[src/hw/rtl/fqfs_pkg.sv]
// Package for the fair queue flow scheduler: status codes, register
// indexes, field widths and the shared command, status and record types.
// No dependencies.
package fqfs_pkg;

  localparam int RATE_W   = 16;
  localparam int MSS_W    = 16;
  localparam int BYTES_W  = 34;
  localparam int FIN_W    = 48;
  localparam int LINK_W   = 14;
  localparam int MINF_W   = 7;
  localparam int HDR_W    = 8;
  localparam int CNT_W    = 7;
  localparam int RSV_W    = 17;
  localparam int STAT_W   = 3;
  localparam int SLOTO_W  = 6;
  localparam int CFG_A_W  = 2;
  localparam int CFG_D_W  = 14;
  // increment = seg * reserved * 2^NUM_SHIFT / (rate * link)
  localparam int NUM_SHIFT = 9;
  localparam int NUM_W    = MSS_W + RSV_W + NUM_SHIFT;
  localparam int DEN_W    = RATE_W + LINK_W;
  localparam int DCNT_W   = $clog2(NUM_W + 1);

  localparam logic [FIN_W-1:0] FIN_MAX = {FIN_W{1'b1}};

  localparam logic [LINK_W-1:0] LINK_RESET = LINK_W'(10240);
  localparam logic [MINF_W-1:0] MINF_RESET = MINF_W'(1);
  localparam logic [HDR_W-1:0]  HDR_RESET  = HDR_W'(36);

  localparam logic [CFG_A_W-1:0] CFG_LINK_RATE = 2'd0;
  localparam logic [CFG_A_W-1:0] CFG_MIN_FLOWS = 2'd1;
  localparam logic [CFG_A_W-1:0] CFG_HDR_OVH   = 2'd2;

  localparam logic [STAT_W-1:0] ST_ADMITTED  = 3'd0;
  localparam logic [STAT_W-1:0] ST_FULL      = 3'd1;
  localparam logic [STAT_W-1:0] ST_NOT_FOUND = 3'd2;
  localparam logic [STAT_W-1:0] ST_SENT      = 3'd3;
  localparam logic [STAT_W-1:0] ST_NO_FLOW   = 3'd4;

  localparam logic OP_ADMIT = 1'b0;
  localparam logic OP_SEND  = 1'b1;

  typedef struct packed {
    logic [RATE_W-1:0]  rate;
    logic [MSS_W-1:0]   seg_limit;
    logic [BYTES_W-1:0] total;
    logic [BYTES_W-1:0] sent;
    logic [FIN_W-1:0]   finish;
  } slot_rec_t;

  typedef struct packed {
    logic [STAT_W-1:0]  status;
    logic [SLOTO_W-1:0] slot;
    logic [BYTES_W-1:0] byte_offset;
    logic [MSS_W-1:0]   seg_bytes;
    logic [FIN_W-1:0]   finish_time;
    logic               last_segment;
    logic               sending_on;
  } result_t;

  typedef struct packed {
    logic capture;
    logic admit;
    logic no_flow;
    logic scan_clr;
    logic cnt_inc;
    logic rd;
    logic rd_best;
    logic seg;
    logic mul;
    logic div_init;
    logic div_step;
    logic cand;
    logic upd;
    logic load_out;
  } dp_cmd_t;

  typedef struct packed {
    logic op_send;
    logic started;
    logic slot_busy;
    logic cnt_last;
    logic div_last;
    logic best_valid;
    logic out_free;
  } dp_stat_t;

endpackage

[src/hw/rtl/fqfs_ctrl.sv]
// Controller of the fair queue flow scheduler: sequences admission,
// the per-slot candidate scan and the update of the served flow.
// Depends on fqfs_pkg.
module fqfs_ctrl import fqfs_pkg::*; (
  input  logic     clk,
  input  logic     rst_n,
  input  logic     in_tvalid,
  output logic     in_tready,
  input  dp_stat_t st,
  output dp_cmd_t  cmd
);

  typedef enum logic [3:0] {
    S_IDLE, S_ADMIT, S_NOFLOW, S_RD, S_SEG, S_MUL, S_DINIT, S_DIV,
    S_CAND, S_END, S_BRD, S_BSEG, S_BUPD, S_DONE
  } state_t;

  state_t state_r, state_nxt;

  assign in_tready = (state_r == S_IDLE);

  always_comb begin
    state_nxt = state_r;
    cmd = '0;
    unique case (state_r)
      S_IDLE: begin
        if (in_tvalid) begin
          cmd.capture = 1'b1;
          cmd.scan_clr = 1'b1;
          state_nxt = S_ADMIT;
        end
      end
      S_ADMIT: begin
        if (!st.op_send) begin
          cmd.admit = 1'b1;
          state_nxt = S_DONE;
        end else if (!st.started) begin
          state_nxt = S_NOFLOW;
        end else begin
          state_nxt = S_RD;
        end
      end
      S_NOFLOW: begin
        cmd.no_flow = 1'b1;
        state_nxt = S_DONE;
      end
      S_RD: begin
        if (st.slot_busy) begin
          cmd.rd = 1'b1;
          state_nxt = S_SEG;
        end else if (st.cnt_last) begin
          state_nxt = S_END;
        end else begin
          cmd.cnt_inc = 1'b1;
        end
      end
      S_SEG: begin
        cmd.seg = 1'b1;
        state_nxt = S_MUL;
      end
      S_MUL: begin
        cmd.mul = 1'b1;
        state_nxt = S_DINIT;
      end
      S_DINIT: begin
        cmd.div_init = 1'b1;
        state_nxt = S_DIV;
      end
      S_DIV: begin
        cmd.div_step = 1'b1;
        if (st.div_last) state_nxt = S_CAND;
      end
      S_CAND: begin
        cmd.cand = 1'b1;
        if (st.cnt_last) begin
          state_nxt = S_END;
        end else begin
          cmd.cnt_inc = 1'b1;
          state_nxt = S_RD;
        end
      end
      S_END: begin
        state_nxt = st.best_valid ? S_BRD : S_NOFLOW;
      end
      S_BRD: begin
        cmd.rd = 1'b1;
        cmd.rd_best = 1'b1;
        state_nxt = S_BSEG;
      end
      S_BSEG: begin
        cmd.seg = 1'b1;
        state_nxt = S_BUPD;
      end
      S_BUPD: begin
        cmd.upd = 1'b1;
        state_nxt = S_DONE;
      end
      S_DONE: begin
        if (st.out_free) begin
          cmd.load_out = 1'b1;
          state_nxt = S_IDLE;
        end
      end
      default: state_nxt = S_IDLE;
    endcase
  end

  always_ff @(posedge clk) begin
    if (!rst_n) begin
      state_r <= S_IDLE;
    end else begin
      state_r <= state_nxt;
    end
  end

endmodule

[src/hw/rtl/fqfs_dp.sv]
// Datapath of the fair queue flow scheduler: configuration registers,
// slot table memory, serial divider, candidate compare and output register.
// Depends on fqfs_pkg.
module fqfs_dp import fqfs_pkg::*; #(
  parameter int MAX_FLOWS = 8
) (
  input  logic               clk,
  input  logic               rst_n,
  input  logic               cfg_we,
  input  logic [CFG_A_W-1:0] cfg_addr,
  input  logic [CFG_D_W-1:0] cfg_wdata,
  input  logic               in_op,
  input  logic [RATE_W-1:0]  in_rate,
  input  logic [MSS_W-1:0]   in_mss,
  input  logic [BYTES_W-1:0] in_bytes,
  input  logic               in_found,
  input  logic               out_tready,
  output logic               out_valid,
  output result_t            out_res,
  input  dp_cmd_t            cmd,
  output dp_stat_t           st
);

  localparam int SLOT_W = (MAX_FLOWS > 1) ? $clog2(MAX_FLOWS) : 1;
  localparam logic [SLOT_W-1:0] LAST_SLOT = SLOT_W'(MAX_FLOWS - 1);

  logic [LINK_W-1:0] link_rate_r;
  logic [MINF_W-1:0] min_flows_r;
  logic [HDR_W-1:0]  hdr_ovh_r;

  logic               op_r;
  logic [RATE_W-1:0]  rate_r;
  logic [MSS_W-1:0]   mss_r;
  logic [BYTES_W-1:0] bytes_r;
  logic               found_r;

  logic [MAX_FLOWS-1:0] busy_r, busy_nxt;
  logic [FIN_W-1:0]     gfin_r;
  logic [CNT_W-1:0]     active_r, active_nxt;
  logic [RSV_W-1:0]     rsv_r, rsv_nxt;
  logic                 started_r, started_nxt;

  slot_rec_t slot_mem [MAX_FLOWS];
  slot_rec_t rd_q;
  logic              wr_en;
  logic [SLOT_W-1:0] wr_addr;
  slot_rec_t         wr_data;

  logic [SLOT_W-1:0]  cnt_r;
  logic [MSS_W-1:0]   seg_r;
  logic [NUM_W-1:0]   num_r;
  logic [DEN_W-1:0]   den_r;
  logic [DEN_W-1:0]   rem_r;
  logic [NUM_W-1:0]   quo_r;
  logic [DCNT_W-1:0]  dcnt_r;
  logic [SLOT_W-1:0]  best_idx_r;
  logic [FIN_W-1:0]   best_fin_r;
  logic               best_valid_r;

  result_t res_r, res_nxt;
  logic    out_valid_r;
  result_t out_r;

  // admission search
  logic              free_any;
  logic [SLOT_W-1:0] pick;
  logic              fits;
  logic [HDR_W-1:0]  unused_hdr;

  always_comb begin
    free_any = 1'b0;
    pick = '0;
    for (int i = MAX_FLOWS - 1; i >= 0; i--) begin
      if (!busy_r[i]) begin
        free_any = 1'b1;
        pick = SLOT_W'(i);
      end
    end
  end

  assign fits = ({2'b00, rate_r} + {1'b0, rsv_r}) <= {4'b0000, link_rate_r};
  assign unused_hdr = '0;

  // segment size of the record just read
  logic [BYTES_W-1:0] left;
  logic [MSS_W-1:0]   seg_c;

  always_comb begin
    left = rd_q.total - rd_q.sent;
    if (rd_q.sent > rd_q.total) left = '0;
    seg_c = (left < {{(BYTES_W-MSS_W){1'b0}}, rd_q.seg_limit}) ? left[MSS_W-1:0]
                                                              : rd_q.seg_limit;
  end

  // divider step
  logic [DEN_W:0] rem_sh;
  logic [DEN_W:0] rem_diff;
  assign rem_sh   = {rem_r, quo_r[NUM_W-1]};
  assign rem_diff = rem_sh - {1'b0, den_r};

  // candidate finish time
  logic [FIN_W:0]   cand_sum;
  logic [FIN_W-1:0] cand;
  logic [NUM_W-1:0] qsum;
  assign qsum = quo_r;
  assign cand_sum = {1'b0, rd_q.finish} + {{(FIN_W+1-NUM_W){1'b0}}, qsum};
  always_comb begin
    if (den_r == '0)           cand = FIN_MAX;
    else if (cand_sum[FIN_W])  cand = FIN_MAX;
    else                       cand = cand_sum[FIN_W-1:0];
  end

  // served flow update
  logic [BYTES_W-1:0] new_sent;
  logic               freed;
  assign new_sent = rd_q.sent + {{(BYTES_W-MSS_W){1'b0}}, seg_r};
  assign freed = new_sent >= rd_q.total;

  logic [MSS_W-1:0] seg_lim_c;
  assign seg_lim_c = (mss_r > {unused_hdr, hdr_ovh_r}) ? (mss_r - {unused_hdr, hdr_ovh_r})
                                                        : '0;

  always_comb begin
    busy_nxt = busy_r;
    active_nxt = active_r;
    rsv_nxt = rsv_r;
    started_nxt = started_r;
    res_nxt = res_r;
    wr_en = 1'b0;
    wr_addr = pick;
    wr_data = rd_q;
    if (cmd.admit) begin
      res_nxt = '0;
      if (!(free_any && fits)) begin
        res_nxt.status = ST_FULL;
      end else if (!found_r) begin
        res_nxt.status = ST_NOT_FOUND;
      end else begin
        busy_nxt[pick] = 1'b1;
        active_nxt = active_r + CNT_W'(1);
        rsv_nxt = rsv_r + {1'b0, rate_r};
        wr_en = 1'b1;
        wr_data.rate = rate_r;
        wr_data.seg_limit = seg_lim_c;
        wr_data.total = bytes_r;
        wr_data.sent = '0;
        wr_data.finish = gfin_r;
        res_nxt.status = ST_ADMITTED;
        res_nxt.slot = SLOTO_W'(pick);
      end
      if (free_any && fits && !found_r) begin
        started_nxt = started_r;
      end else if (active_nxt >= min_flows_r || rsv_nxt >= {3'b000, link_rate_r}) begin
        started_nxt = 1'b1;
      end
      res_nxt.sending_on = started_nxt;
    end else if (cmd.no_flow) begin
      res_nxt = '0;
      res_nxt.status = ST_NO_FLOW;
      res_nxt.sending_on = started_r;
    end else if (cmd.upd) begin
      wr_en = 1'b1;
      wr_addr = best_idx_r;
      wr_data.sent = new_sent;
      wr_data.finish = best_fin_r;
      res_nxt.status = ST_SENT;
      res_nxt.slot = SLOTO_W'(best_idx_r);
      res_nxt.byte_offset = rd_q.sent;
      res_nxt.seg_bytes = seg_r;
      res_nxt.finish_time = best_fin_r;
      res_nxt.last_segment = freed;
      if (freed) begin
        busy_nxt[best_idx_r] = 1'b0;
        rsv_nxt = rsv_r - {1'b0, rd_q.rate};
        active_nxt = active_r - CNT_W'(1);
        if (active_nxt == '0) started_nxt = 1'b0;
      end
      res_nxt.sending_on = started_nxt;
    end
  end

  always_ff @(posedge clk) begin
    if (wr_en) slot_mem[wr_addr] <= wr_data;
    if (cmd.rd) rd_q <= slot_mem[cmd.rd_best ? best_idx_r : cnt_r];
  end

  always_ff @(posedge clk) begin
    if (!rst_n) begin
      link_rate_r <= LINK_RESET;
      min_flows_r <= MINF_RESET;
      hdr_ovh_r <= HDR_RESET;
      busy_r <= '0;
      gfin_r <= '0;
      active_r <= '0;
      rsv_r <= '0;
      started_r <= 1'b0;
      best_valid_r <= 1'b0;
      out_valid_r <= 1'b0;
    end else begin
      if (cfg_we) begin
        unique case (cfg_addr)
          CFG_LINK_RATE: link_rate_r <= cfg_wdata[LINK_W-1:0];
          CFG_MIN_FLOWS: min_flows_r <= cfg_wdata[MINF_W-1:0];
          CFG_HDR_OVH:   hdr_ovh_r <= cfg_wdata[HDR_W-1:0];
          default: ;
        endcase
      end
      busy_r <= busy_nxt;
      active_r <= active_nxt;
      rsv_r <= rsv_nxt;
      started_r <= started_nxt;
      if (cmd.upd) gfin_r <= best_fin_r;
      if (cmd.scan_clr) begin
        best_valid_r <= 1'b0;
      end else if (cmd.cand && (!best_valid_r || cand < best_fin_r)) begin
        best_valid_r <= 1'b1;
      end
      if (cmd.load_out) begin
        out_valid_r <= 1'b1;
      end else if (out_tready) begin
        out_valid_r <= 1'b0;
      end
    end
  end

  always_ff @(posedge clk) begin
    res_r <= res_nxt;
    if (cmd.capture) begin
      op_r <= in_op;
      rate_r <= in_rate;
      mss_r <= in_mss;
      bytes_r <= in_bytes;
      found_r <= in_found;
    end
    if (cmd.scan_clr) begin
      cnt_r <= '0;
    end else if (cmd.cnt_inc) begin
      cnt_r <= cnt_r + SLOT_W'(1);
    end
    if (cmd.seg) seg_r <= seg_c;
    if (cmd.mul) begin
      num_r <= NUM_W'({seg_r, NUM_SHIFT'(0)} * {{(NUM_W-RSV_W){1'b0}}, rsv_r});
      den_r <= rd_q.rate * {{(DEN_W-LINK_W){1'b0}}, link_rate_r};
    end
    if (cmd.div_init) begin
      rem_r <= '0;
      quo_r <= num_r;
      dcnt_r <= DCNT_W'(NUM_W);
    end else if (cmd.div_step) begin
      dcnt_r <= dcnt_r - DCNT_W'(1);
      if (!rem_diff[DEN_W]) begin
        rem_r <= rem_diff[DEN_W-1:0];
        quo_r <= {quo_r[NUM_W-2:0], 1'b1};
      end else begin
        rem_r <= rem_sh[DEN_W-1:0];
        quo_r <= {quo_r[NUM_W-2:0], 1'b0};
      end
    end
    if (cmd.cand && (!best_valid_r || cand < best_fin_r)) begin
      best_idx_r <= cnt_r;
      best_fin_r <= cand;
    end
    if (cmd.load_out) out_r <= res_r;
  end

  assign st.op_send    = (op_r == OP_SEND);
  assign st.started    = started_r;
  assign st.slot_busy  = busy_r[cnt_r];
  assign st.cnt_last   = (cnt_r == LAST_SLOT);
  assign st.div_last   = (dcnt_r == DCNT_W'(1));
  assign st.best_valid = best_valid_r;
  assign st.out_free   = !out_valid_r || out_tready;

  assign out_valid = out_valid_r;
  assign out_res   = out_r;

endmodule

[src/hw/rtl/fair_queue_flow_scheduler_top.sv]
// Top level of the fair queue flow scheduler: port packing, controller
// and datapath. Depends on fqfs_pkg, fqfs_ctrl and fqfs_dp.
//
// channel  direction  payload
// in_      slave      tuser: operation; tdata: request fields
// out_     master     tdata: result fields; tlast: last_segment
// cfg_     write      index 0 link_rate, 1 min_flows, 2 header_overhead
//
// Admit answers, and no_flow answers before start, skip the slot scan.
// A send scans every slot and runs the bit-serial 42-step divider once per
// busy slot to form its candidate finish time; a send that finds no
// flow after the scan answers no_flow.
// Reset clears control state at once; the slot table needs no clearing pass.
// One request is in flight at a time; a result waiting on out_tready does
// not block acceptance of the next request.
module fair_queue_flow_scheduler_top import fqfs_pkg::*; #(
  parameter int MAX_FLOWS = 8
) (
  input  logic                clk,
  input  logic                rst_n,
  input  logic                cfg_we,
  input  logic [CFG_A_W-1:0]  cfg_addr,
  input  logic [CFG_D_W-1:0]  cfg_wdata,
  input  logic                in_tvalid,
  output logic                in_tready,
  input  logic                in_tuser,   // operation
  // flow_rate[15:0], max_seg[31:16], image_bytes[65:32], image_found[66]
  input  logic [71:0]         in_tdata,
  output logic                out_tvalid,
  input  logic                out_tready,
  output logic                out_tlast,  // last_segment
  // status[2:0], slot[8:3], byte_offset[42:9], seg_bytes[58:43],
  // finish_time[106:59], sending_on[107]
  output logic [111:0]        out_tdata
);

  dp_cmd_t  cmd;
  dp_stat_t st;
  result_t  res;

  fqfs_ctrl u_ctrl (
    .clk       (clk),
    .rst_n     (rst_n),
    .in_tvalid (in_tvalid),
    .in_tready (in_tready),
    .st        (st),
    .cmd       (cmd)
  );

  fqfs_dp #(.MAX_FLOWS(MAX_FLOWS)) u_dp (
    .clk        (clk),
    .rst_n      (rst_n),
    .cfg_we     (cfg_we),
    .cfg_addr   (cfg_addr),
    .cfg_wdata  (cfg_wdata),
    .in_op      (in_tuser),
    .in_rate    (in_tdata[15:0]),
    .in_mss     (in_tdata[31:16]),
    .in_bytes   (in_tdata[65:32]),
    .in_found   (in_tdata[66]),
    .out_tready (out_tready),
    .out_valid  (out_tvalid),
    .out_res    (res),
    .cmd        (cmd),
    .st         (st)
  );

  assign out_tlast = res.last_segment;
  assign out_tdata = {4'b0000, res.sending_on, res.finish_time, res.seg_bytes,
                      res.byte_offset, res.slot, res.status};

endmodule

[config.mk]
export PLATFORM = sky130hd
export DESIGN_NAME = fair_queue_flow_scheduler_top
export DESIGN_NICKNAME = d
export VERILOG_FILES = /design/src/hw/rtl/fqfs_pkg.sv /design/src/hw/rtl/fqfs_ctrl.sv /design/src/hw/rtl/fqfs_dp.sv /design/src/hw/rtl/fair_queue_flow_scheduler_top.sv
export SDC_FILE = /design/constraint.sdc
export NUM_CORES = 2
export LEC_CHECK = 0
export BUFFER_PORTS_ARGS = -buffer_cell sky130_fd_sc_hd__buf_4
export CAP_MARGIN = 20
export CORE_UTILIZATION = 65
export DETAILED_ROUTE_END_ITERATION = 7
export PLACE_DENSITY = 0.82
export SYNTH_ARGS = -nofsm -noshare
export SYNTH_HDL_FRONTEND = slang
export SYNTH_SLANG_ARGS = --single-unit
[constraint.sdc]
create_clock -name clk -period 29.5 [get_ports clk]
set_input_delay 1.475 -clock clk [delete_from_list [all_inputs] [get_ports clk]]
set_output_delay 1.475 -clock clk [all_outputs]
set_load 0.01 [all_outputs]
Word level (Yosys, flattened, before mapping):

Memory sizes are Yosys's and may differ from the RTL's. A register that Yosys moved wholly into a read port is not among the register bits.
Index checks and enable logic that the tools add are counted.

* reduce and logical (&&, ||, !) cells: 31
* equality and inequality tests: 24
* add/sub/neg operators: 12
* div/mod/pow operators: 0
* order comparisons: 13
* multiply operators: 2
* mux-type cells: 113
* shifts and indexed selects: 0
* bitwise gates (word level): 4

Operator list (count)
* 2-to-1 mux 109 bit: 3
* 2-to-1 mux 148 bit: 2
* 2-to-1 mux 82 bit: 3
* 2-to-1 mux 17 bit: 7
* 2-to-1 mux 48 bit: 2
* 2-to-1 mux 42 bit: 2
* 2-to-1 mux 66 bit: 1
* case mux 4 bit (13 select lines): 1
* adder 48 x 42 -> 49 bit: 1
* 2-to-1 mux 7 bit: 7
* < comparator 48 bit: 1
* 2-to-1 mux 8 bit: 6
* 2-to-1 mux 1 bit: 46
* 2-to-1 mux 3 bit: 13
* adder 34 x 16 -> 34 bit: 1
* greater-or-equal comparator 34 bit: 1
* greater-than comparator 34 bit: 1
* < comparator 34 x 16 -> 1 bit: 1
* 2-to-1 mux 34 bit: 1
* subtractor 34 bit: 1
* multiplier 16 x 17 -> 33 bit: 1
* 2-to-1 mux 16 bit: 2
* 2-to-1 mux 4 bit: 8
* subtractor 31 x 30 -> 31 bit: 1
* 50 further kinds: 86

* word-level logic and storage cells: 240
* bits in writable memories: 1184
* memories kept: 1
* bits in read-only memories: 0
* latch bits: 0
* bits of input ports: 94
* bits in registers: 613
* output and inout bits: 115

Memory list
* u_dp.slot_mem: words 8, width 148, rd ports 1, clocked after Yosys merged registers in 1, write ports 1, line fqfs_dp.sv:43 `slot_rec_t slot_mem [MAX_FLOWS];`

Longest topological paths before layout:

* word-level depth: 16
* gate-level depth with buffers: 32
* gate-level depth less buffers: 31

Hierarchy:

Synthesis repeated with hierarchy kept, for this count alone.

* cell total of the unflattened synthesis: 7400
* area total of the unflattened synthesis: 99635.6 um2

By module, submodules not included
* fqfs_dp: cells an instance 7318, sequential area each 55603.3 um2, area each 99113.8 um2, times used 1
* fqfs_ctrl: cells an instance 77, sequential area each 80.1 um2, area each 488.0 um2, times used 1
* fair_queue_flow_scheduler_top: cells an instance 5, sequential area each 0.0 um2, area each 33.8 um2, times used 1

Worst setup path after synthesis:

Ideal clock, no wire load.

* kind: flip-flop to flip-flop
* start: register u_dp.rate_r[1]
* end: memory u_dp.slot_mem[1][0] in the netlist's numbering, enable pin
* path buffers: 1
* required time: 28.665 ns
* period minus slack after synthesis: 14.971 ns
* stages on the path, launching flop included: 21
* slack: 14.529 ns
* arrival: 14.136 ns
* setup time: 0.835 ns
* cell sequence: edfxtp_1 ha_1 a21o_1 a21oi_1 o21bai_1 a21oi_1 o21bai_1 a21oi_1 o21bai_1 a21oi_1 xnor2_1 ha_1 nand4_1 or4_1 a211o_1 a2111oi_4 o2111ai_1 buf_2 nor2_1 a21oi_1 nor3_1

* word-level cells in the longest chain between the ends: 7

RTL lines
* start, declared: line fqfs_dp.sv:32 `logic [RATE_W-1:0] rate_r;`
* start signal, assigned: line fqfs_dp.sv:230 `rate_r <= in_rate;`
* adder 16 x 17 -> 18 bit: line fqfs_dp.sv:81 `assign fits = ({2'b00, rate_r} + {1'b0, rsv_r}) <= {4'b0000, link_rate_r};`
* less-or-equal comparator 18 x 14 -> 1 bit: line fqfs_dp.sv:81
* logical AND 1 bit: line fqfs_dp.sv:134 `if (!(free_any && fits)) begin`
* 2-to-1 mux 1 bit: line fqfs_dp.sv:134
* 2-to-1 mux 1 bit: line fqfs_dp.sv:132 `if (cmd.admit) begin`
* 2-to-1 mux 1 bit: line fqfs_dp.sv:183 `if (wr_en) slot_mem[wr_addr] <= wr_data;`
* 2-to-1 mux 1 bit (implied by the code): line fqfs_dp.sv:183
* end, declared: line fqfs_dp.sv:43

Every way passes these cells.

Worst setup path after layout:

* start: register u_dp.rsv_r[0]
* end: memory u_dp.slot_mem[4][53] in the netlist's numbering, enable pin

* word-level cells in the longest chain between the ends: 7

RTL lines
* start, declared: line fqfs_dp.sv:40 `logic [RSV_W-1:0] rsv_r, rsv_nxt;`
* start signal, assigned: line fqfs_dp.sv:210 `rsv_r <= rsv_nxt;`
* adder 16 x 17 -> 18 bit: line fqfs_dp.sv:81
* less-or-equal comparator 18 x 14 -> 1 bit: line fqfs_dp.sv:81
* logical AND 1 bit: line fqfs_dp.sv:134
* 2-to-1 mux 1 bit: line fqfs_dp.sv:134
* 2-to-1 mux 1 bit: line fqfs_dp.sv:132
* 2-to-1 mux 1 bit: line fqfs_dp.sv:183
* 2-to-1 mux 1 bit (implied by the code): line fqfs_dp.sv:183

Every way passes these cells.

==> flow_summary.html <==
<table>
<tr><th>Metric</th><th>Value</th></tr>
<tr><th colspan="2">Critical path</th></tr>
<tr><td>Crit. End Element</td><td>flop</td></tr>
<tr><td>Origin of the worst setup path</td><td>u_dp.rsv_r[0]$_SDFFE_PN0P_</td></tr>
<tr><td>Signal arrival time at the worst endpoint</td><td>8.72 ns</td></tr>
<tr><td>Cell Chain, Critical Path</td><td>ha_1, fa_1, a21o_1, a21oi_2, o21a_2, nor4b_2, nor3_1, xnor2_1, ha_1, nand4_1, or4_1, a211o_1, a2111oi_4, o2111ai_4, nor2_1, a21oi_1, nor2_4, buf_4, buf_4</td></tr>
<tr><td>Cell depth of the worst setup path</td><td>19</td></tr>
<tr><td>Cell family contributing the most delay on the critical path</td><td>simple AND/OR/NAND/NOR gates</td></tr>
<tr><td>Worst Path Max Fanout</td><td>50</td></tr>
<tr><td>Crit path largest cell delay</td><td>0.97 ns</td></tr>
<tr><td>Crit path required time</td><td>29.94 ns</td></tr>
<tr><td>Critical path launch point type</td><td>flop</td></tr>
<tr><td>Count of buffer and inverter cells on the critical path</td><td>2</td></tr>
<tr><td>Worst path slowest cell</td><td>nor2_4</td></tr>
<tr><td>Critical path class</td><td>flop to flop</td></tr>
<tr><td>Reg-to-reg critical path startpoint</td><td>u_dp.rsv_r[0]$_SDFFE_PN0P_</td></tr>
<tr><td>R2R cell count</td><td>19</td></tr>
<tr><th colspan="2">Placed design</th></tr>
<tr><td>Final HPWL from detailed placement</td><td>160000 um</td></tr>
<tr><td>Buffers added on ports</td><td>196</td></tr>
<tr><td>RePlAce Congestion</td><td>0.950</td></tr>
<tr><th colspan="2">STA</th></tr>
<tr><td>Setup tns final</td><td>0 ns</td></tr>
<tr><td>Slew of the pin with the lowest slew margin</td><td>1.18 ns</td></tr>
<tr><td>Fin Clk Skew</td><td>0.0832 ns</td></tr>
<tr><td>Peak clock frequency supported by timing</td><td>0.121 GHz</td></tr>
<tr><td>Number of hold-slack violations in the final timing report</td><td>0</td></tr>
<tr><td>Pins Over Slew Limit</td><td>0</td></tr>
<tr><td>Post-route fraction of the period consumed by the critical path</td><td>0.281</td></tr>
<tr><td>Unrepaired setup endpoints after global routing</td><td>no</td></tr>
<tr><td>Clock period minus final worst setup slack</td><td>8.28 ns</td></tr>
<tr><td>Relative max-transition margin</td><td>0.206</td></tr>
<tr><td>Setup-failing EPs final</td><td>0</td></tr>
<tr><th colspan="2">Power and ir drop</th></tr>
<tr><td>Leakage power figure</td><td>43.0 nW</td></tr>
<tr><td>Maximum resistive drop on vdd</td><td>0.104 mV</td></tr>
<tr><td>Total design power</td><td>8.25 mW</td></tr>
<tr><td>Power density of the placed cells</td><td>75.0 nW/um2</td></tr>
<tr><th colspan="2">Outcome</th></tr>
<tr><td>Run status</td><td>finished, final reports clean</td></tr>
<tr><th colspan="2">Synth</th></tr>
<tr><td>Synth Area per Inst</td><td>13.1 um2</td></tr>
<tr><td>Synth top area cells</td><td>edfxtp_1 (51%), fa_1 (7.6%), mux4_2 (6.7%), ha_1 (6.2%), dfxtp_1 (5.1%)</td></tr>
<tr><td>Number of flip-flops and latches in the synthesized netlist</td><td>1939</td></tr>
<tr><td>Cells after Synth</td><td>7609</td></tr>
<tr><td>Seq/Total Area, Yosys</td><td>0.557</td></tr>
<tr><td>Count of cell types in the netlist</td><td>101</td></tr>
<tr><td>Number of synthesis warnings</td><td>0</td></tr>
<tr><td>Top cell type's share of synthesized area</td><td>0.506</td></tr>
<tr><td>Number of enable-type register cells in the synthesized netlist</td><td>1685</td></tr>
<tr><td>Mapped Area</td><td>100000 um2</td></tr>
<tr><td>FFs w/ async S/R, synth</td><td>0</td></tr>
<tr><td>Cell type with the highest aggregate area in the netlist</td><td>edfxtp_1</td></tr>
<tr><td>Ys flop type</td><td>edfxtp_1</td></tr>
<tr><th colspan="2">Clock network</th></tr>
<tr><td>TritonCTS clock tree</td><td>built</td></tr>
<tr><td>Clock Sink Count</td><td>1939</td></tr>
<tr><td>Cts bufs inserted</td><td>186</td></tr>
<tr><td>Count of buffers added by post-CTS timing repair for setup</td><td>0</td></tr>
<tr><td>Level count of the clock H-tree</td><td>4</td></tr>
<tr><td>Resize count post-CTS</td><td>0</td></tr>
<tr><td>Clock transition at the registers of the reported paths</td><td>0.07 ns</td></tr>
<tr><td>Maximum root-to-sink buffer count</td><td>3</td></tr>
<tr><td>Clk Latency, worst-skew pair</td><td>0.87 ns</td></tr>
<tr><td>Number of hold buffers added after CTS</td><td>0</td></tr>
<tr><td>Root buffer cell</td><td>clkbuf_16</td></tr>
<tr><th colspan="2">Route</th></tr>
<tr><td>Via density</td><td>6.42</td></tr>
<tr><td>DRC violations left</td><td>0</td></tr>
<tr><td>Average wire length per cell after detail routing</td><td>25.4 um</td></tr>
<tr><td>First-pass iteration count of the detailed router</td><td>7</td></tr>
<tr><td>Antenna-violating nets left</td><td>0</td></tr>
<tr><td>Initial detailed-routing violation count</td><td>6848</td></tr>
<tr><td>Final Routed Wirelength</td><td>253000 um</td></tr>
<tr><td>Routed via count</td><td>64000</td></tr>
<tr><th colspan="2">Global route</th></tr>
<tr><td>Number of global-route vias before repair</td><td>66000</td></tr>
<tr><td>Initial antenna violation count</td><td>8</td></tr>
<tr><td>GRT Residual Overflow</td><td>0</td></tr>
<tr><td>Pin count of the biggest net entering global routing</td><td>166</td></tr>
<tr><td>Wire length of the first global-routing pass</td><td>386000 um</td></tr>
<tr><td>GR Util All Layers</td><td>0.329</td></tr>
<tr><th colspan="2">Min path</th></tr>
<tr><td>HP Class</td><td>flop to flop</td></tr>
<tr><td>Hold-critical path depth</td><td>0</td></tr>
<tr><td>Critical hold path startpoint</td><td>u_dp.res_r[78]$_SDFFE_PP0P_</td></tr>
<tr><th colspan="2">Final layout</th></tr>
<tr><td>Multi-input gate area in the final layout</td><td>40600 um2</td></tr>
<tr><td>Nets</td><td>8747</td></tr>
<tr><td>Area growth from synthesis to layout</td><td>9.99%</td></tr>
<tr><td>Layout cell share with drive strength beyond 1</td><td>0.139</td></tr>
<tr><td>Register Area</td><td>55700 um2</td></tr>
<tr><td>Fill count</td><td>9396</td></tr>
<tr><th colspan="2">Die</th></tr>
<tr><td>Initial core utilization</td><td>0.657</td></tr>
<tr><td>Vertical die dimension</td><td>394 um</td></tr>
<tr><td>Placeable core region</td><td>152000 um2</td></tr>
<tr><td>Die boundary width</td><td>394 um</td></tr>
<tr><td>Top-Level Pins</td><td>209</td></tr>
<tr><td>Area enclosed by the die boundary</td><td>155000 um2</td></tr>
<tr><td>Core Rows</td><td>143</td></tr>
<tr><th colspan="2">Run</th></tr>
<tr><td>MaxCap Viol Count</td><td>0</td></tr>
</table>
## worst reg2reg max path, stage by stage (launching register included)
cell       delay (ns)
dfxtp_1          0.96
ha_1             0.33
fa_1             0.22
a21o_1           0.14
a21oi_2          0.08
o21a_2           0.23
nor4b_2          0.43
nor3_1           0.14
xnor2_1          0.36
ha_1             0.21
nand4_1          0.10
or4_1            0.54
a211o_1          0.32
a2111oi_4        0.45
o2111ai_4        0.30
nor2_1           0.27
a21oi_1          0.22
nor2_4           0.97
buf_4            0.93
buf_4            0.68
## final cells by class
class	instances	share of cell area
Timing Repair Buffer	289	0.0203
Inverter	703	0.0240
Clock inverter	107	0.0107
Antenna cell	1	0.0000228
Tap cell	2030	0.0231
Clock buffer	242	0.0460
Multi-Input combinational cell	4655	0.370
Sequential cell	1939	0.506
## worst paths after layout
path | to | slack (ns)
worst max register to register | u_dp.slot_mem[4][53]$_DFFE_PP_ | 21.22
worst min-delay path | u_dp.out_res[78]$_DFFE_PP_ | 0.41
worst min register to register | u_dp.out_res[78]$_DFFE_PP_ | 0.41
worst max-delay path | u_dp.slot_mem[4][53]$_DFFE_PP_ | 21.22
## metal layers
layer  track usage  vias up  share of wire
met1         0.418    31800           0.36
met2         0.544     3745           0.48
met3        0.0602      745          0.098
met4         0.165        4          0.055
li1              -    27700              -
met5             0        -        0.00011
## where the power goes
group          internal (mW)  switching, mW
clock                   1.35           1.07
combinational          0.997           1.34
sequential              3.30          0.189
## cells by family (layout without fill, tap and decap cells)
kind of cell / count (synthesis) / after routing / synth area share
DFF: 1939 / 1939 / 0.557
buffers and inverters: 1021 / 1341 / 0.0392
muxes: 524 / 524 / 0.0918
xor gates and xnor gates: 209 / 209 / 0.0183
AOI/OAI and AO/OA: 1095 / 1095 / 0.0691
and+or+nand+nor: 1941 / 1941 / 0.0862
adders and majority gates: 879 / 879 / 0.139
other: 1 / 8 / 0.0000375
## synth_stat cells, types with 41 or more instances
| master | number |
|---|---|
| a21o_1 | 136 |
| a21oi_1 | 331 |
| and2_1 | 134 |
| buf_1 | 41 |
| clkbuf_1 | 244 |
| dfxtp_1 | 254 |
| edfxtp_1 | 1685 |
| fa_1 | 380 |
| ha_1 | 499 |
| inv_1 | 700 |
| mux2_2 | 157 |
| mux2i_1 | 67 |
| mux4_2 | 298 |
| nand2_1 | 1066 |
| nand2b_1 | 49 |
| nand3_1 | 106 |
| nand4_1 | 49 |
| nor2_1 | 298 |
| nor3_1 | 64 |
| o21ai_0 | 271 |
| xnor2_1 | 150 |
| xor2_1 | 59 |
## sequential cells by signal, summed over array words and instances, names as in the netlist, 8 cells and up
| name | flops |
|---|---|
| u_dp.best_fin_r | 48 |
| u_dp.busy_r | 8 |
| u_dp.bytes_r | 34 |
| u_dp.den_r | 30 |
| u_dp.gfin_r | 48 |
| u_dp.hdr_ovh_r | 8 |
| u_dp.link_rate_r | 14 |
| u_dp.mss_r | 16 |
| u_dp.num_r | 33 |
| u_dp.out_res | 106 |
| u_dp.qsum | 42 |
| u_dp.rate_r | 16 |
| u_dp.rd_q | 148 |
| u_dp.rem_r | 30 |
| u_dp.res_r | 106 |
| u_dp.rsv_r | 17 |
| u_dp.seg_r | 16 |
| u_dp.slot_mem | 1184 |
## layout by cell type (no fill, tap or decap), drive strengths merged, types with 34 or more instances in the layout
master	synthesis	final
edfxtp	1685	1685
nand2	1067	1067
inv	700	717
ha	499	499
fa	380	380
a21oi	334	334
nor2	299	299
mux4	298	298
buf	73	287
o21ai	279	279
dfxtp	254	254
clkbuf	245	244
mux2	159	159
xnor2	150	150
a21o	137	137
and2	134	134
nand3	107	107
clkinv	3	72
mux2i	67	67
nor3	64	64
xor2	59	59
nand2b	49	49
nand4	49	49
o31ai	42	42
a211oi	40	40
o21a	37	37
nor2b	36	36
a31oi	34	34
## metrics by stage
stage               hold WS, ns   util  instances  cell area, um2  worst slack, ns
global route              0.430  0.722       9965          110000            20.97
global placement          0.415  0.681       9612          104000            21.41
detailed placement        0.415  0.681       9612          104000            21.37
floorplan                 0.400      -       7615          100000            14.53
finish                    0.408  0.722       9966          110000            21.22
CTS                       0.410  0.722       9961          110000            21.36
(Power assumes the default switching activity.)
